===== src/rtl/core/trimmed_mean_of_eight_samples_assert.svh =====
// ----------------------------------------------------------------------------
// Trimmed mean assertion macros
// Shared property forms for the trimmed mean filter checks.
// ----------------------------------------------------------------------------
`ifndef TRIMMED_MEAN_OF_EIGHT_SAMPLES_ASSERT_SVH
`define TRIMMED_MEAN_OF_EIGHT_SAMPLES_ASSERT_SVH

// Same-cycle implication, sampled on clk_i and quiet during reset.
`define TMEAN_ASSERT_NOW(label, ante, cons) \
  label: assert property (@(posedge clk_i) disable iff (!rst_ni) (ante) |-> (cons)) \
    else $error("trimmed mean: same-cycle check failed");

// Next-cycle implication, sampled on clk_i and quiet during reset.
`define TMEAN_ASSERT_NEXT(label, ante, cons) \
  label: assert property (@(posedge clk_i) disable iff (!rst_ni) (ante) |=> (cons)) \
    else $error("trimmed mean: next-cycle check failed");

`endif


===== src/rtl/core/tmean_pkg.sv =====
`timescale 1ns / 1ps
// ----------------------------------------------------------------------------
// Trimmed mean package
// Group constants and the control bundle handed to each sorting cell.
// ----------------------------------------------------------------------------
package tmean_pkg;

  localparam int unsigned GroupSize = 8;
  localparam int unsigned KeepCount = 4;
  localparam int unsigned FirstKept = 2;
  localparam int unsigned CountW    = $clog2(GroupSize);

  // Control bundle for each cell of the insertion chain; load is common to all cells.
  typedef struct packed {
    logic load;      // a sample transfer happens this cycle
    logic occupied;  // the cell holds a sample of the current group
  } cell_ctrl_t;

endpackage


===== src/rtl/core/trimmed_mean_of_eight_samples.sv =====
`timescale 1ns / 1ps
// The eighth sample's transfer sets done_q; the mean is then registered into mean_q,
// and out_valid_o rises, once the output register is free.
// Throughput: one sample per cycle while in_stall_o is low; the eight-cell insertion chain sorts as samples arrive.
// The input stalls only while a finished mean is pending and the output register is held.
// Reset clears the sample count and the output valid; cell contents stay undefined.
// ----------------------------------------------------------------------------
// Trimmed mean of eight samples
// Sorts each group of eight samples and returns the mean of the middle four.
// ----------------------------------------------------------------------------
`include "trimmed_mean_of_eight_samples_assert.svh"

module trimmed_mean_of_eight_samples #(
  parameter int unsigned SAMPLE_WIDTH = 10
) (
  input  logic                    clk_i,
  input  logic                    rst_ni,
  input  logic                    in_valid_i,
  output logic                    in_stall_o,
  input  logic [SAMPLE_WIDTH-1:0] sample_i,
  output logic                    out_valid_o,
  input  logic                    out_stall_i,
  output logic [SAMPLE_WIDTH-1:0] trimmed_mean_o
);

  localparam int unsigned GroupSize = tmean_pkg::GroupSize;
  localparam int unsigned CountW    = tmean_pkg::CountW;
  localparam int unsigned SumW      = SAMPLE_WIDTH + 2;
  localparam logic [CountW-1:0] LastCount = CountW'(GroupSize - 1);

  logic                    in_xfer;
  logic                    out_load;
  logic [CountW-1:0]       count_q, count_d;
  logic [CountW-1:0]       count_inc;
  logic                    done_q, done_d;
  logic                    out_valid_q, out_valid_d;
  logic [SAMPLE_WIDTH-1:0] mean_q, mean_d;
  logic [SumW-1:0]         sum;

  logic [SAMPLE_WIDTH-1:0] cell_value [GroupSize];
  logic                    cell_take  [GroupSize];

  // A finished group waits in done_q until the output register is free.
  assign out_load   = done_q && (!out_valid_q || !out_stall_i);
  assign in_stall_o = done_q && !out_load;
  assign in_xfer    = in_valid_i && !in_stall_o;
  assign count_inc  = count_q + CountW'(1);

  for (genvar i = 0; i < GroupSize; i++) begin : g_cell
    tmean_pkg::cell_ctrl_t ctrl;
    logic [SAMPLE_WIDTH-1:0] left_value;
    logic                    left_take;

    assign ctrl.load     = in_xfer;
    assign ctrl.occupied = CountW'(i) < count_q;

    if (i == 0) begin : g_first
      assign left_value = '0;
      assign left_take  = 1'b0;
    end else begin : g_rest
      assign left_value = cell_value[i-1];
      assign left_take  = cell_take[i-1];
    end

    tmean_cell #(
      .SAMPLE_WIDTH(SAMPLE_WIDTH)
    ) u_cell (
      .clk_i       (clk_i),
      .ctrl_i      (ctrl),
      .sample_i    (sample_i),
      .left_value_i(left_value),
      .left_take_i (left_take),
      .value_o     (cell_value[i]),
      .take_o      (cell_take[i])
    );
  end

  always_comb begin
    sum = '0;
    for (int k = 0; k < tmean_pkg::KeepCount; k++) begin
      sum = sum + SumW'(cell_value[tmean_pkg::FirstKept + k]);
    end
  end

  always_comb begin
    count_d     = count_q;
    done_d      = done_q && !out_load;
    out_valid_d = out_valid_q;
    mean_d      = mean_q;
    if (out_valid_q && !out_stall_i) begin
      out_valid_d = 1'b0;
    end
    if (out_load) begin
      out_valid_d = 1'b1;
      mean_d      = sum[SumW-1:2];
    end
    if (in_xfer) begin
      if (count_q == LastCount) begin
        count_d = '0;
        done_d  = 1'b1;
      end else begin
        count_d = count_inc;
      end
    end
  end

  always_ff @(posedge clk_i or negedge rst_ni) begin
    if (!rst_ni) begin
      count_q     <= '0;
      done_q      <= 1'b0;
      out_valid_q <= 1'b0;
    end else begin
      count_q     <= count_d;
      done_q      <= done_d;
      out_valid_q <= out_valid_d;
    end
  end

  always_ff @(posedge clk_i) begin
    mean_q <= mean_d;
  end

  assign out_valid_o    = out_valid_q;
  assign trimmed_mean_o = mean_q;

  `TMEAN_ASSERT_NEXT(a_group_done, in_xfer && (count_q == LastCount), done_q && (count_q == '0))
  `TMEAN_ASSERT_NEXT(a_count_step, in_xfer && (count_q != LastCount), count_q == $past(count_inc))
  `TMEAN_ASSERT_NOW(a_pending_stall, done_q && out_valid_o && out_stall_i, in_stall_o)
  `TMEAN_ASSERT_NEXT(a_result_after_done, done_q && !in_stall_o, out_valid_o)

endmodule


===== src/rtl/core/tmean_cell.sv =====
`timescale 1ns / 1ps
// ----------------------------------------------------------------------------
// Trimmed mean sorting cell
// One slot of the insertion chain; takes the new sample or its left neighbour.
// ----------------------------------------------------------------------------
module tmean_cell #(
  parameter int unsigned SAMPLE_WIDTH = 10
) (
  input  logic                    clk_i,
  input  tmean_pkg::cell_ctrl_t   ctrl_i,
  input  logic [SAMPLE_WIDTH-1:0] sample_i,
  input  logic [SAMPLE_WIDTH-1:0] left_value_i,
  input  logic                    left_take_i,
  output logic [SAMPLE_WIDTH-1:0] value_o,
  output logic                    take_o
);

  logic [SAMPLE_WIDTH-1:0] value_q, value_d;

  // An empty slot, or one holding a larger value, lies at or above the
  // insertion point. Equal values stay below the new sample.
  assign take_o = !ctrl_i.occupied || (value_q > sample_i);

  always_comb begin
    value_d = value_q;
    if (ctrl_i.load) begin
      if (left_take_i) begin
        value_d = left_value_i;
      end else if (take_o) begin
        value_d = sample_i;
      end
    end
  end

  always_ff @(posedge clk_i) begin
    value_q <= value_d;
  end

  assign value_o = value_q;

endmodule

===== config.mk =====
export PLATFORM = sky130hd
export DESIGN_NAME = trimmed_mean_of_eight_samples
export DESIGN_NICKNAME = d
export VERILOG_FILES = /design/src/rtl/core/tmean_pkg.sv /design/src/rtl/core/trimmed_mean_of_eight_samples.sv /design/src/rtl/core/tmean_cell.sv
export VERILOG_INCLUDE_DIRS = /design/src /design/src/rtl/core
export SDC_FILE = /design/constraint.sdc
export NUM_CORES = 1
export LEC_CHECK = 0
export BUFFER_PORTS_ARGS = -buffer_cell sky130_fd_sc_hd__buf_2
export CAP_MARGIN = 30
export CORE_UTILIZATION = 55
export CTS_BUF_LIST = sky130_fd_sc_hd__clkbuf_8
export DETAILED_ROUTE_END_ITERATION = 8
export PLACE_DENSITY = 0.82
export SLEW_MARGIN = 0
export SYNTH_ARGS = -nofsm -noshare
export SYNTH_HDL_FRONTEND = slang
export SYNTH_HIERARCHICAL = 1
export SYNTH_SLANG_ARGS = --single-unit
export TNS_END_PERCENT = 5

===== constraint.sdc =====
create_clock -name clk_i -period 9.3 [get_ports clk_i]
set_input_delay 1.86 -clock clk_i [delete_from_list [all_inputs] [get_ports clk_i]]
set_output_delay 1.86 -clock clk_i [all_outputs]
set_load 0.005 [all_outputs]

* Word-level counts from Yosys, hierarchy flattened
Cells that the tools add are included.
Word-level totals: bits in registers 75, logic and storage cells 75
Operators by class: $add $sub $neg 4, $lt $le $gt $ge 12, equal/unequal tests 1, mux-type cells 15, reduce and logical (&&, ||, !) cells 33
Operators by type and width (number):
- 10-bit two-way mux | 10
- 10-bit greater-than comparator | 6
- 11-bit by 10-bit adder with 12-bit output | 1
- 12-bit by 10-bit adder with 12-bit output | 1
- 2-bit AND reduction | 6
- 2-bit nonzero test | 6
- 10-bit by 10-bit adder with 11-bit output | 1
- 1-bit zero test | 10
- 1-bit logical OR | 7
- 1-bit by 3-bit less-than comparator with 1-bit output (first input constant) | 2
- 2-bit by 3-bit less-than comparator with 1-bit output (first input constant) | 2
- 3-bit less-than comparator (first input constant) | 2
- 1-bit logical AND | 4
- 1-bit two-way mux | 4
- 3-bit by 1-bit adder with 3-bit output (second input constant) | 1
- 3-bit == test (second input constant) | 1
- 3-bit two-way mux | 1

* Logic depth before layout (Yosys ltp)
Gate-level depths: netlist (run 1).
depth after elaboration 8, gate-level depth with buffers 10

* Modules after synthesis
The synthesis (run 1) kept the hierarchy.
By module, submodules not included:
- tmean_cell | instances 6, cells each 71, area an instance 683.2 sq um
- trimmed_mean_of_eight_samples | instances 1, cells each 137, area an instance 1483.9 sq um

* Worst setup path before layout (run 1)
No wires, ideal clock.
kind input to register, start in sample_i[3], end reg g_cell[1].u_cell.value_q[0], enable pin, setup time 323 ps, data arrival time 3576 ps, data required time 8977 ps, setup slack 5402 ps, stages on the path 9, buffers on the path 1, cell sequence inv_1 > ha_1 > a21o_1 > a21o_1 > a2111oi_2 > o21ai_1 > clkbuf_1 > o21ai_0 > o31ai_1
On the way: word-level cells in the longest chain between the ends 4, elaborated cells between the ends (all ways) 6
RTL lines:
- start, declared | line trimmed_mean_of_eight_samples.sv:20 | input logic [SAMPLE_WIDTH-1:0] sample_i,
- 10-bit greater-than comparator | line tmean_cell.sv:22 | assign take_o = !ctrl_i.occupied || (value_q > sample_i);
- 1-bit logical OR | line tmean_cell.sv:22
- named net g_cell[1].left_take | line trimmed_mean_of_eight_samples.sv:52 | logic left_take;
- 2-bit nonzero test (no line)
- 2-bit AND reduction (no line)
- end signal, assigned | line tmean_cell.sv:36 | value_q <= value_d;
- end, declared | line tmean_cell.sv:18 | logic [SAMPLE_WIDTH-1:0] value_q, value_d;
The timed path passes the listed nets, and every way through them passes these cells. A chain may end at the register's enable or synchronous reset.

* Final worst setup path (run 1)
start in sample_i[9], end reg g_cell[5].u_cell.value_q[4], enable pin
On the way: word-level cells in the longest chain between the ends 4, elaborated cells between the ends (all ways) 6
RTL lines (line):
- 10-bit greater-than comparator | tmean_cell.sv:22
- 1-bit logical OR | tmean_cell.sv:22
- named net g_cell[5].left_take | trimmed_mean_of_eight_samples.sv:52
- 2-bit nonzero test (no line)
- 2-bit AND reduction (no line)
- end signal, assigned | tmean_cell.sv:36
- end, declared | tmean_cell.sv:18
The timed path passes the listed nets, and every way through them passes these cells.

==> summary.txt, run 1 <==
Status
  • Result of the run: finished clean

Detailed routing
  • Drt initial violations: 157
  • Routed wire length on met2: 6.189 mm
  • Total via count after detailed routing: 4179
  • Routed length per instance: 16.20 um
  • # DRC: 0
  • Detail Route Antenna Nets: 0
  • Routed wire length on met3: 463 um
  • Number of optimization iterations in the first detailed-route pass: 7
  • Routed metal-1 wirelength: 5.063 mm
  • Highest routed layer: met4
  • Average vias per placed instance: 5.624
  • Total wire length after detailed routing: 12.04 mm

Timing
  • Clock Skew: 10.97 ps
  • Number of failing setup endpoints in the final timing report: 0
  • Final setup margin: 4814 ps
  • Slew Limit Headroom: 0.2969
  • Setup TNS Final: 0 ps
  • Final hold violation count: 0
  • Timing-limited maximum frequency: 0.2229 GHz
  • Unrepaired setup endpoints after global routing: false
  • Slew Limit Fails: 0
  • Final Cycle Share: 0.4824
  • Min Tclk post-route: 4486 ps
  • Slew at the pin closest to its max-slew limit: 1048 ps

Die
  • DIE AREA: 10550 um2
  • Width of the die: 102.7 um
  • Starting density of the core: 0.5680
  • Number of cell rows: 36
  • Number of top-level pins: 26
  • Vertical die dimension: 102.7 um
  • Area of the core: 9819 um2

Finish
  • Synth-to-Final Area Change: 10.14%
  • ANT cells: 0
  • Final net count: 710
  • Fillers: 836
  • Share of layout cells above drive strength 1: 0.1213

Setup path
  • Arrival time of the worst setup path: 4560 ps
  • Critical Path, Cell by Cell: buf_2 -> inv_1 -> ha_1 -> nand4_1 -> a211oi_1 -> a2111oi_2 -> o21ai_1 -> o21ai_0 -> o31ai_1 -> buf_4
  • Number of buffer and inverter stages on the critical path: 3
  • Crit. End Element: flop
  • Cell at the slowest stage of the critical path: sky130_fd_sc_hd__o21ai_1
  • Startpoint-to-endpoint class of the critical path: in -> reg
  • Category of the worst setup path launch point: primary input
  • Category of cells accounting for the largest share of critical-path delay: compound AO/OA/AOI/OAI gates
  • CP max FO: 20
  • Delay of the slowest critical-path stage: 820 ps
  • Critical path required time: 9370 ps

Clock network
  • Worst-skew pair later-pin latency: 360 ps
  • Count of clock tree sinks: 75
  • Max Root-Sink Buffers: 2
  • TritonCTS Buffers: 9
  • CTS root buf: sky130_fd_sc_hd__clkbuf_8
  • TritonCTS clock tree: yes
  • Number of H-tree branching levels: 3
  • Number of setup buffers added after CTS: 0
  • Count of cells resized by post-cts repair: 0
  • Clock transition at the registers of the reported paths: 80 ps
  • # hold bufs at CTS: 0

Logic synthesis
  • Count of warnings emitted by yosys: 6
  • Gate count after technology mapping: 562
  • Cell area after synthesis: 5578 um2
  • Syn_area_per_cell: 9.925 um2

GRT
  • Global-route usage over all layers: 0.2526
  • Vias in the first global route: 4277
  • Antenna violations before repair: 0
  • Remaining global-route overflow: 0
  • Global-route wire length before repair: 19.97 mm
  • Pin count of the biggest net entering global routing: 21

Flow run
  • Max capacitance violation total: 0

Placement
  • Global placement routability congestion: 0.8598
  • Worst setup slack after placement: 4462 ps
  • Post-detail-place hpwl: 9.726 mm
  • Total of buffers placed on input and output ports: 25

Worst hold path
  • Class of the tightest hold or removal check: reg -> reg
[final timing paths]
path                                              from                     endpoint  slack (ps)  cells after the start
setup / recovery                           sample_i[9]  g_cell[5].u_cell/value_o[4]        4810                     10
hold / removal                                  done_q                  out_valid_o         490                      1
setup reg to reg           g_cell[2].u_cell/value_o[1]            trimmed_mean_o[9]        6010                     10
hold reg to reg                                 done_q                  out_valid_o         490                      1
max in group asynchronous                       rst_ni                  out_valid_o        7880                      1
min in group asynchronous                       rst_ni                   count_q[2]        1290                      1
[stage by stage]
stage | hold slack (ps) | util | cells | area, um2
after global placement | 458.2 | 0.6035 | 726 | 5926
after global routing | 535.2 | 0.6256 | 743 | 6143
after detailed placement | 471.1 | 0.6042 | 727 | 5933
after floorplan | 443.4 | - | 573 | 5619
after CTS | 491.2 | 0.6256 | 743 | 6143
final | 486.9 | 0.6256 | 743 | 6143
[layout make-up]
class	instances	area [um2]	area share
clock buffers	10	137.6	0.02240
clock inverters	6	72.57	0.01181
inverters	104	390.4	0.06354
multi-input cells	380	2949	0.4800
flip-flops and latches	75	2227	0.3625
well taps	133	166.4	0.02709
repair buffers	35	200.2	0.03259
[layer usage]
| metal | track usage | vias up |
|---|---|---|
| met3 | 0.04136 | 28 |
| met5 | 0 | - |
| met4 | 0.1066 | 0 |
| met1 | 0.2984 | 1999 |
| met2 | 0.4544 | 108 |
| li1 | - | 2044 |
[cells in the final DEF (no fill, tap or decap), drive strengths merged, types with 6 or more instances in the layout]
cell type,instances
a21oi,20
o21ai,73
ha,71
buf,35
o31ai,12
a2111oi,6
clkbuf,10
nand4,14
a21o,17
o211ai,6
edfxtp,70
fa,20
mux2,9
inv,105
conb,12
nand2,75
a211oi,6
nand2b,6
[worst register-to-register path, stage by stage, from the launching register on]
cell                       delay, ps
sky130_fd_sc_hd__edfxtp_1        430
sky130_fd_sc_hd__inv_1            90
sky130_fd_sc_hd__fa_1            530
sky130_fd_sc_hd__inv_1            50
sky130_fd_sc_hd__fa_1            460
sky130_fd_sc_hd__and3b_2         230
sky130_fd_sc_hd__fa_1            410
sky130_fd_sc_hd__a21o_1          200
sky130_fd_sc_hd__a21oi_1         300
sky130_fd_sc_hd__o31a_1          250
sky130_fd_sc_hd__o21ai_0         100
[sequential cells by signal, indices dropped and copies added (netlist names)]
register               cells
count_q                    3
out_valid_o                1
g_cell.u_cell/value_o     60
trimmed_mean_o            10
done_q                     1
Power of run 1 is not shown: default switching activity piles up to over one toggle a cycle in this logic, so the estimate is an artifact.
==> inputs of run 2 (changes only) <==
PLACE_DENSITY = 0.84   (was 0.82)
clock period = 3.75 ns   (was 9.3 ns; I/O delays follow)
==> run 2 against run 1 <==
Against the previous run: die area stayed put; sequential share of layout area is 0.22 points higher; first-iteration DRC count is 26% higher; clock skew is 4.4 ps lower; via count is 0.96% lower; non-clock buffer count is 3 higher; routed wire length is 5.5% lower; count of clock-buffer cells in the layout is 1 lower; critical path depth stayed put; core utilization is 0.38 points lower; worst setup slack worse by 4300 ps; cell area is 0.61% lower; critical endpoint is now trimmed_mean_o[9]; largest cell class unchanged.
==> summary.txt, run 2 (same netlist as run 1, synthesis figures left out) <==
Worst hold path
  • Class of the tightest hold or removal check: in -> async (was reg -> reg)

Finish
  • Share of layout cells above drive strength 1: 0.1193 (was 0.1213)
  • Fillers: 827 (was 836)
  • Synth-to-Final Area Change: 9.466% (was 10.14%)
  • Most common cell after layout, fill and taps aside: sky130_fd_sc_hd__inv_1 (unchanged)
  • ANT cells: 0 (unchanged)
  • Final net count: 713 (was 710)
  • Multi-input gate area in the final layout: 2949 um2 (unchanged)
  • FF+latch area: 2227 um2 (unchanged)
  • Number of flip-flops in the largest register: 60 (unchanged)
  • Commonest cells after routing, fill and taps aside: sky130_fd_sc_hd__inv_1, sky130_fd_sc_hd__nand2_1, sky130_fd_sc_hd__ha_1 (unchanged)

GRT
  • Pin count of the biggest net entering global routing: 21 (unchanged)
  • Vias in the first global route: 4145 (was 4277)
  • Antenna violations before repair: 0 (unchanged)
  • Global-route wire length before repair: 19.22 mm (was 19.97 mm)
  • Global-route usage over all layers: 0.2409 (was 0.2526)
  • Remaining global-route overflow: 0 (unchanged)

Timing
  • Timing-limited maximum frequency: 0.3084 GHz
  • Slew Limit Headroom: 0.6113 (was 0.2969)
  • Final Cycle Share: 0.8648
  • Min Tclk post-route: 3243 ps
  • Unrepaired setup endpoints after global routing: false (unchanged)
  • Slew Limit Fails: 0 (unchanged)
  • Setup TNS Final: 0 ps (unchanged)
  • Slew at the pin closest to its max-slew limit: 579.1 ps (was 1048 ps)
  • Clock Skew: 6.553 ps (was 10.97 ps)
  • Final hold violation count: 0 (unchanged)
  • Number of failing setup endpoints in the final timing report: 0 (unchanged)

Flow run
  • Max capacitance violation total: 0 (unchanged)

Clock network
  • Number of setup buffers added after CTS: 0 (unchanged)
  • Worst-skew pair later-pin latency: 350 ps (was 360 ps)
  • Max Root-Sink Buffers: 2 (unchanged)
  • # hold bufs at CTS: 0 (unchanged)
  • TritonCTS clock tree: yes (unchanged)
  • Count of clock tree sinks: 75 (unchanged)
  • TritonCTS Buffers: 9 (unchanged)
  • Clock transition at the registers of the reported paths: 80 ps (about the same)
  • Number of H-tree branching levels: 3 (unchanged)
  • Count of cells resized by post-cts repair: 0 (unchanged)
  • CTS root buf: sky130_fd_sc_hd__clkbuf_8 (unchanged)

Detailed routing
  • Routed length per instance: 15.27 um (was 16.20 um)
  • Drt initial violations: 198 (was 157)
  • Total via count after detailed routing: 4139 (was 4179)
  • Average vias per placed instance: 5.556 (was 5.624)
  • Total wire length after detailed routing: 11.37 mm (was 12.04 mm)
  • # DRC: 0 (unchanged)
  • Detail Route Antenna Nets: 0 (unchanged)
  • Number of optimization iterations in the first detailed-route pass: 7 (unchanged)

Die
  • Vertical die dimension: 102.7 um (unchanged)
  • Number of top-level pins: 26 (unchanged)
  • Starting density of the core: 0.5680 (unchanged)
  • Number of cell rows: 36 (unchanged)
  • Width of the die: 102.7 um (unchanged)
  • Area of the core: 9819 um2 (unchanged)
  • DIE AREA: 10550 um2 (unchanged)

Setup path
  • Most frequent cell on the critical path: sky130_fd_sc_hd__fa_1
  • Startpoint-to-endpoint class of the critical path: reg -> reg (was in -> reg)
  • Crit. End Element: flop (unchanged)
  • CP max FO: 3 (was 20)
  • Critical Path, Cell by Cell: inv_1 -> fa_1 -> inv_1 -> fa_1 -> and3b_2 -> fa_1 -> a21o_1 -> a21oi_1 -> o31a_1 -> o21ai_0 (was buf_2 -> inv_1 -> ha_1 -> nand4_1 -> a211oi_1 -> a2111oi_2 -> o21ai_1 -> o21ai_0 -> o31ai_1 -> buf_4)
  • Cell depth of the worst flop-to-flop path: 10 (unchanged)
  • Category of the worst setup path launch point: flop (was primary input)
  • Arrival time of the worst setup path: 3340 ps (was 4560 ps)
  • Critical path required time: 3850 ps (was 9370 ps)
  • Delay of the slowest critical-path stage: 530 ps (was 820 ps)
  • Cell at the slowest stage of the critical path: sky130_fd_sc_hd__fa_1 (was sky130_fd_sc_hd__o21ai_1)

Placement
  • Post-detail-place hpwl: 9.322 mm (was 9.726 mm)
  • Global placement routability congestion: 0.9212 (was 0.8598)
  • Total of buffers placed on input and output ports: 25 (unchanged)

Status
  • Result of the run: finished clean (unchanged)
==> run 2: cell types whose count changed in the layout (fill, tap and decap cells not counted), sizes merged <==
| cell | before | now |
|---|---|---|
| bufinv | 1 | 0 |
| clkinvlp | 1 | 0 |
| clkbuf | 10 | 9 |
| buf | 35 | 38 |
| inv | 105 | 106 |
| clkinv | 3 | 4 |
==> run 2: path summary, 6_finish.rpt <==
kind,startpoint,to,slack [ps]
min in group clk_i,done_q,out_valid_o,480
max reg2reg,g_cell[2].u_cell/value_o[1],trimmed_mean_o[9],510
min reg2reg,done_q,out_valid_o,480
max in group asynchronous,rst_ni,count_q[1],3410
min,rst_ni,done_q,200
max,g_cell[2].u_cell/value_o[1],trimmed_mean_o[9],510
==> run 2: worst max-delay path: cells and delay by family, from the launching register on <==
| family | cells | cell delay [ps] |
|---|---|---|
| AO/OA/AOI/OAI | 4 | 810 |
| adder cells (fa/ha/maj) | 3 | 1400 |
| buffers and inverters | 2 | 140 |
| AND/OR/NAND/NOR | 1 | 240 |
| flip-flops | 1 | 390 |
==> run 2: final cells by class <==
cell class,instances,area share
clock inverter,6,0.004303
clock buffer,9,0.02029
multi-input combinational,380,0.4830
tap,133,0.02725
sequential,75,0.3648
timing repair buffer,38,0.03648
inverter,104,0.06393
==> run 2: metal layers <==
metal  GRT usage  share of wire
met5           0              0
met4     0.08022          0.010
met2      0.4421           0.52
met3     0.03119          0.033
met1      0.2909           0.43
==> run 2: stage by stage <==
| stage | instances | worst slack (ps) | area, um2 | utilization | hold slack (ps) |
|---|---|---|---|---|---|
| 2_1_floorplan | 573 | 769.0 | 5619 | - | 443.4 |
| 3_3_place_gp | 730 | 586.5 | 5956 | 0.6065 | 453.6 |
| 3_5_place_dp | 730 | 518.4 | 5956 | 0.6065 | 467.9 |
| 4_1_cts | 745 | 525.8 | 6106 | 0.6218 | 188.9 |
| 5_1_grt | 745 | 444.6 | 6106 | 0.6218 | 187.2 |
| 6_report | 745 | 507.0 | 6106 | 0.6218 | 200.3 |
Power of run 2 is left out for the same reason.
==> inputs of run 3 (changes only) <==
PLACE_DENSITY = 0.82   (was 0.84)
SKIP_LAST_GASP = 1   (was unset)
clock period = 4.16 ns   (was 3.75 ns; I/O delays follow)
==> run 3 against run 2 <==
Against the previous run: via count is 0.53% lower; core utilization increased by 0.84 points; worst setup slack better by 390 ps; die area stayed put; final cell count did not move; critical path depth unchanged; fmax shrank 0.56%; flip-flop and latch count unchanged; worst hold slack better by 59 ps; routed wire length up 4.3%; register-to-register slack gained 390 ps; first-iteration DRC count rose by 21%; largest cell class unchanged.
==> summary.txt, run 3 (same netlist as run 1, synthesis figures left out) <==
Timing
  • Final hold violation count: 0 (unchanged)
  • Unrepaired setup endpoints after global routing: false (unchanged)
  • Setup TNS Final: 0 ps (unchanged)
  • Slew Limit Headroom: 0.4662 (was 0.6113)
  • Final Cycle Share: 0.7840 (was 0.8648)
  • Final setup margin: 898.7 ps (was 507.0 ps)
  • Number of failing setup endpoints in the final timing report: 0 (unchanged)
  • Slew Limit Fails: 0 (unchanged)
  • Clock Skew: 11.48 ps (was 6.553 ps)
  • Min Tclk post-route: 3261 ps (was 3243 ps)
  • Slew at the pin closest to its max-slew limit: 793.9 ps (was 579.1 ps)
  • Timing-limited maximum frequency: 0.3066 GHz (was 0.3084 GHz)

Clock network
  • Worst-skew pair later-pin latency: 370 ps (was 350 ps)
  • Number of setup buffers added after CTS: 0 (unchanged)
  • # hold bufs at CTS: 0 (unchanged)
  • Max Root-Sink Buffers: 2 (unchanged)
  • Number of H-tree branching levels: 3 (unchanged)
  • Count of cells resized by post-cts repair: 0 (unchanged)
  • Clock transition at the registers of the reported paths: 90 ps (was 80 ps)
  • TritonCTS Buffers: 9 (unchanged)
  • CTS root buf: sky130_fd_sc_hd__clkbuf_8 (unchanged)
  • TritonCTS clock tree: yes (unchanged)
  • Count of clock tree sinks: 75 (unchanged)

Finish
  • Most common cell after layout, fill and taps aside: sky130_fd_sc_hd__inv_1 (unchanged)
  • Number of flip-flops in the largest register: 60 (unchanged)
  • ANT cells: 0 (unchanged)
  • FF+latch area: 2227 um2 (unchanged)
  • Number of standard cells in the final layout excluding fillers: 745 (unchanged)
  • Final net count: 712 (was 713)
  • Synth-to-Final Area Change: 10.95% (was 9.466%)
  • Multi-input gate area in the final layout: 2949 um2 (unchanged)
  • Fillers: 817 (was 827)
  • Commonest cells after routing, fill and taps aside: sky130_fd_sc_hd__inv_1, sky130_fd_sc_hd__nand2_1, sky130_fd_sc_hd__ha_1 (unchanged)
  • Share of layout cells above drive strength 1: 0.1225 (was 0.1193)

Placement
  • Worst setup slack after placement: 561.5 ps (was 518.4 ps)
  • Post-detail-place hpwl: 9.690 mm (was 9.322 mm)
  • Count of placed standard cells including taps: 728 (was 730)
  • Global placement routability congestion: 0.8837 (was 0.9212)
  • Total of buffers placed on input and output ports: 25 (unchanged)

Die
  • Area of the core: 9819 um2 (unchanged)
  • Number of cell rows: 36 (unchanged)
  • Starting density of the core: 0.5680 (unchanged)
  • Vertical die dimension: 102.7 um (unchanged)
  • Width of the die: 102.7 um (unchanged)
  • Number of top-level pins: 26 (unchanged)
  • DIE AREA: 10550 um2 (unchanged)

Detailed routing
  • Total via count after detailed routing: 4117 (was 4139)
  • Number of optimization iterations in the first detailed-route pass: 5 (was 7)
  • # DRC: 0 (unchanged)
  • Detail Route Antenna Nets: 0 (unchanged)
  • Average vias per placed instance: 5.526 (was 5.556)
  • Drt initial violations: 240 (was 198)
  • Routed length per instance: 15.92 um (was 15.27 um)
  • Total wire length after detailed routing: 11.86 mm (was 11.37 mm)

Setup path
  • Reg-to-reg slack, setup: 900 ps (was 510 ps)
  • Capture point of the worst reg-to-reg path: trimmed_mean_o[9] (unchanged)
  • R2r startpoint: g_cell[2].u_cell/value_o[1] (unchanged)
  • Startpoint-to-endpoint class of the critical path: reg -> reg (unchanged)
  • Arrival time of the worst setup path: 3380 ps (was 3340 ps)
  • Category of the worst setup path launch point: flop (unchanged)
  • CP max FO: 3 (unchanged)
  • Cell depth of the worst flop-to-flop path: 10 (unchanged)
  • Critical path required time: 4280 ps (was 3850 ps)
  • Crit. End Element: flop (unchanged)

Status
  • Result of the run: finished clean (unchanged)

GRT
  • Global-route usage over all layers: 0.2451 (was 0.2409)
  • Global-route wire length before repair: 19.06 mm (was 19.22 mm)
  • Pin count of the biggest net entering global routing: 21 (unchanged)
  • Antenna violations before repair: 0 (unchanged)
  • Vias in the first global route: 4099 (was 4145)
  • Remaining global-route overflow: 0 (unchanged)

Flow run
  • Max capacitance violation total: 0 (unchanged)

Worst hold path
  • Class of the tightest hold or removal check: in -> async (unchanged)
[run 3: changes by cell type in the layout (fill, tap and decap cells not counted)]
cell	previous run	this run
sky130_fd_sc_hd__clkinv_1	1	0
sky130_fd_sc_hd__clkinv_2	3	1
sky130_fd_sc_hd__bufinv_16	0	3
sky130_fd_sc_hd__inv_6	0	1
sky130_fd_sc_hd__clkinv_4	0	1
sky130_fd_sc_hd__inv_1	106	105
sky130_fd_sc_hd__buf_4	13	12
[run 3: critical path: stages (launching register included)]
cell,delay [ps]
sky130_fd_sc_hd__edfxtp_1,400
sky130_fd_sc_hd__inv_1,80
sky130_fd_sc_hd__fa_1,540
sky130_fd_sc_hd__inv_1,60
sky130_fd_sc_hd__fa_1,460
sky130_fd_sc_hd__and3b_2,240
sky130_fd_sc_hd__fa_1,400
sky130_fd_sc_hd__a21o_1,190
sky130_fd_sc_hd__a21oi_1,280
sky130_fd_sc_hd__o31a_1,270
sky130_fd_sc_hd__o21ai_0,110
[run 3: how the worst max path moves through the flow]
stage	from	end	depth (start not counted)
after floorplan	g_cell[2].u_cell/value_o[1]	trimmed_mean_o[5]	10
after global placement	sample_i[3]	g_cell[1].u_cell/value_o[2]	10
after detailed placement	sample_i[5]	g_cell[1].u_cell/value_o[3]	10
after CTS	g_cell[2].u_cell/value_o[1]	trimmed_mean_o[9]	10
after global routing	g_cell[2].u_cell/value_o[1]	trimmed_mean_o[9]	10
final	g_cell[2].u_cell/value_o[1]	trimmed_mean_o[9]	10
[run 3: area by class of cell]
| class | instances | share of cell area |
|---|---|---|
| multi-input cells | 380 | 0.4765 |
| inverters | 104 | 0.06308 |
| well taps | 133 | 0.02689 |
| flip-flops and latches | 75 | 0.3599 |
| clock inverters | 7 | 0.01880 |
| clock buffers | 9 | 0.02002 |
| repair buffers | 37 | 0.03478 |
[run 3: per-stage QoR]
step           hold WS [ps]  utilization  cell area (um2)
5_1_grt               258.3       0.6302             6188
6_report              258.8       0.6302             6188
4_1_cts               259.7       0.6295             6181
2_1_floorplan         443.4            -             5619
3_5_place_dp          462.9       0.6050             5941
3_3_place_gp          453.8       0.6050             5941
[run 3: layer usage]
metal  GRT usage  part of all wire
met1      0.2870              0.43
met4      0.1099             0.024
met5           0                 0
met3     0.04746             0.038
met2      0.4354              0.51
Power of run 3 is left out for the same reason.
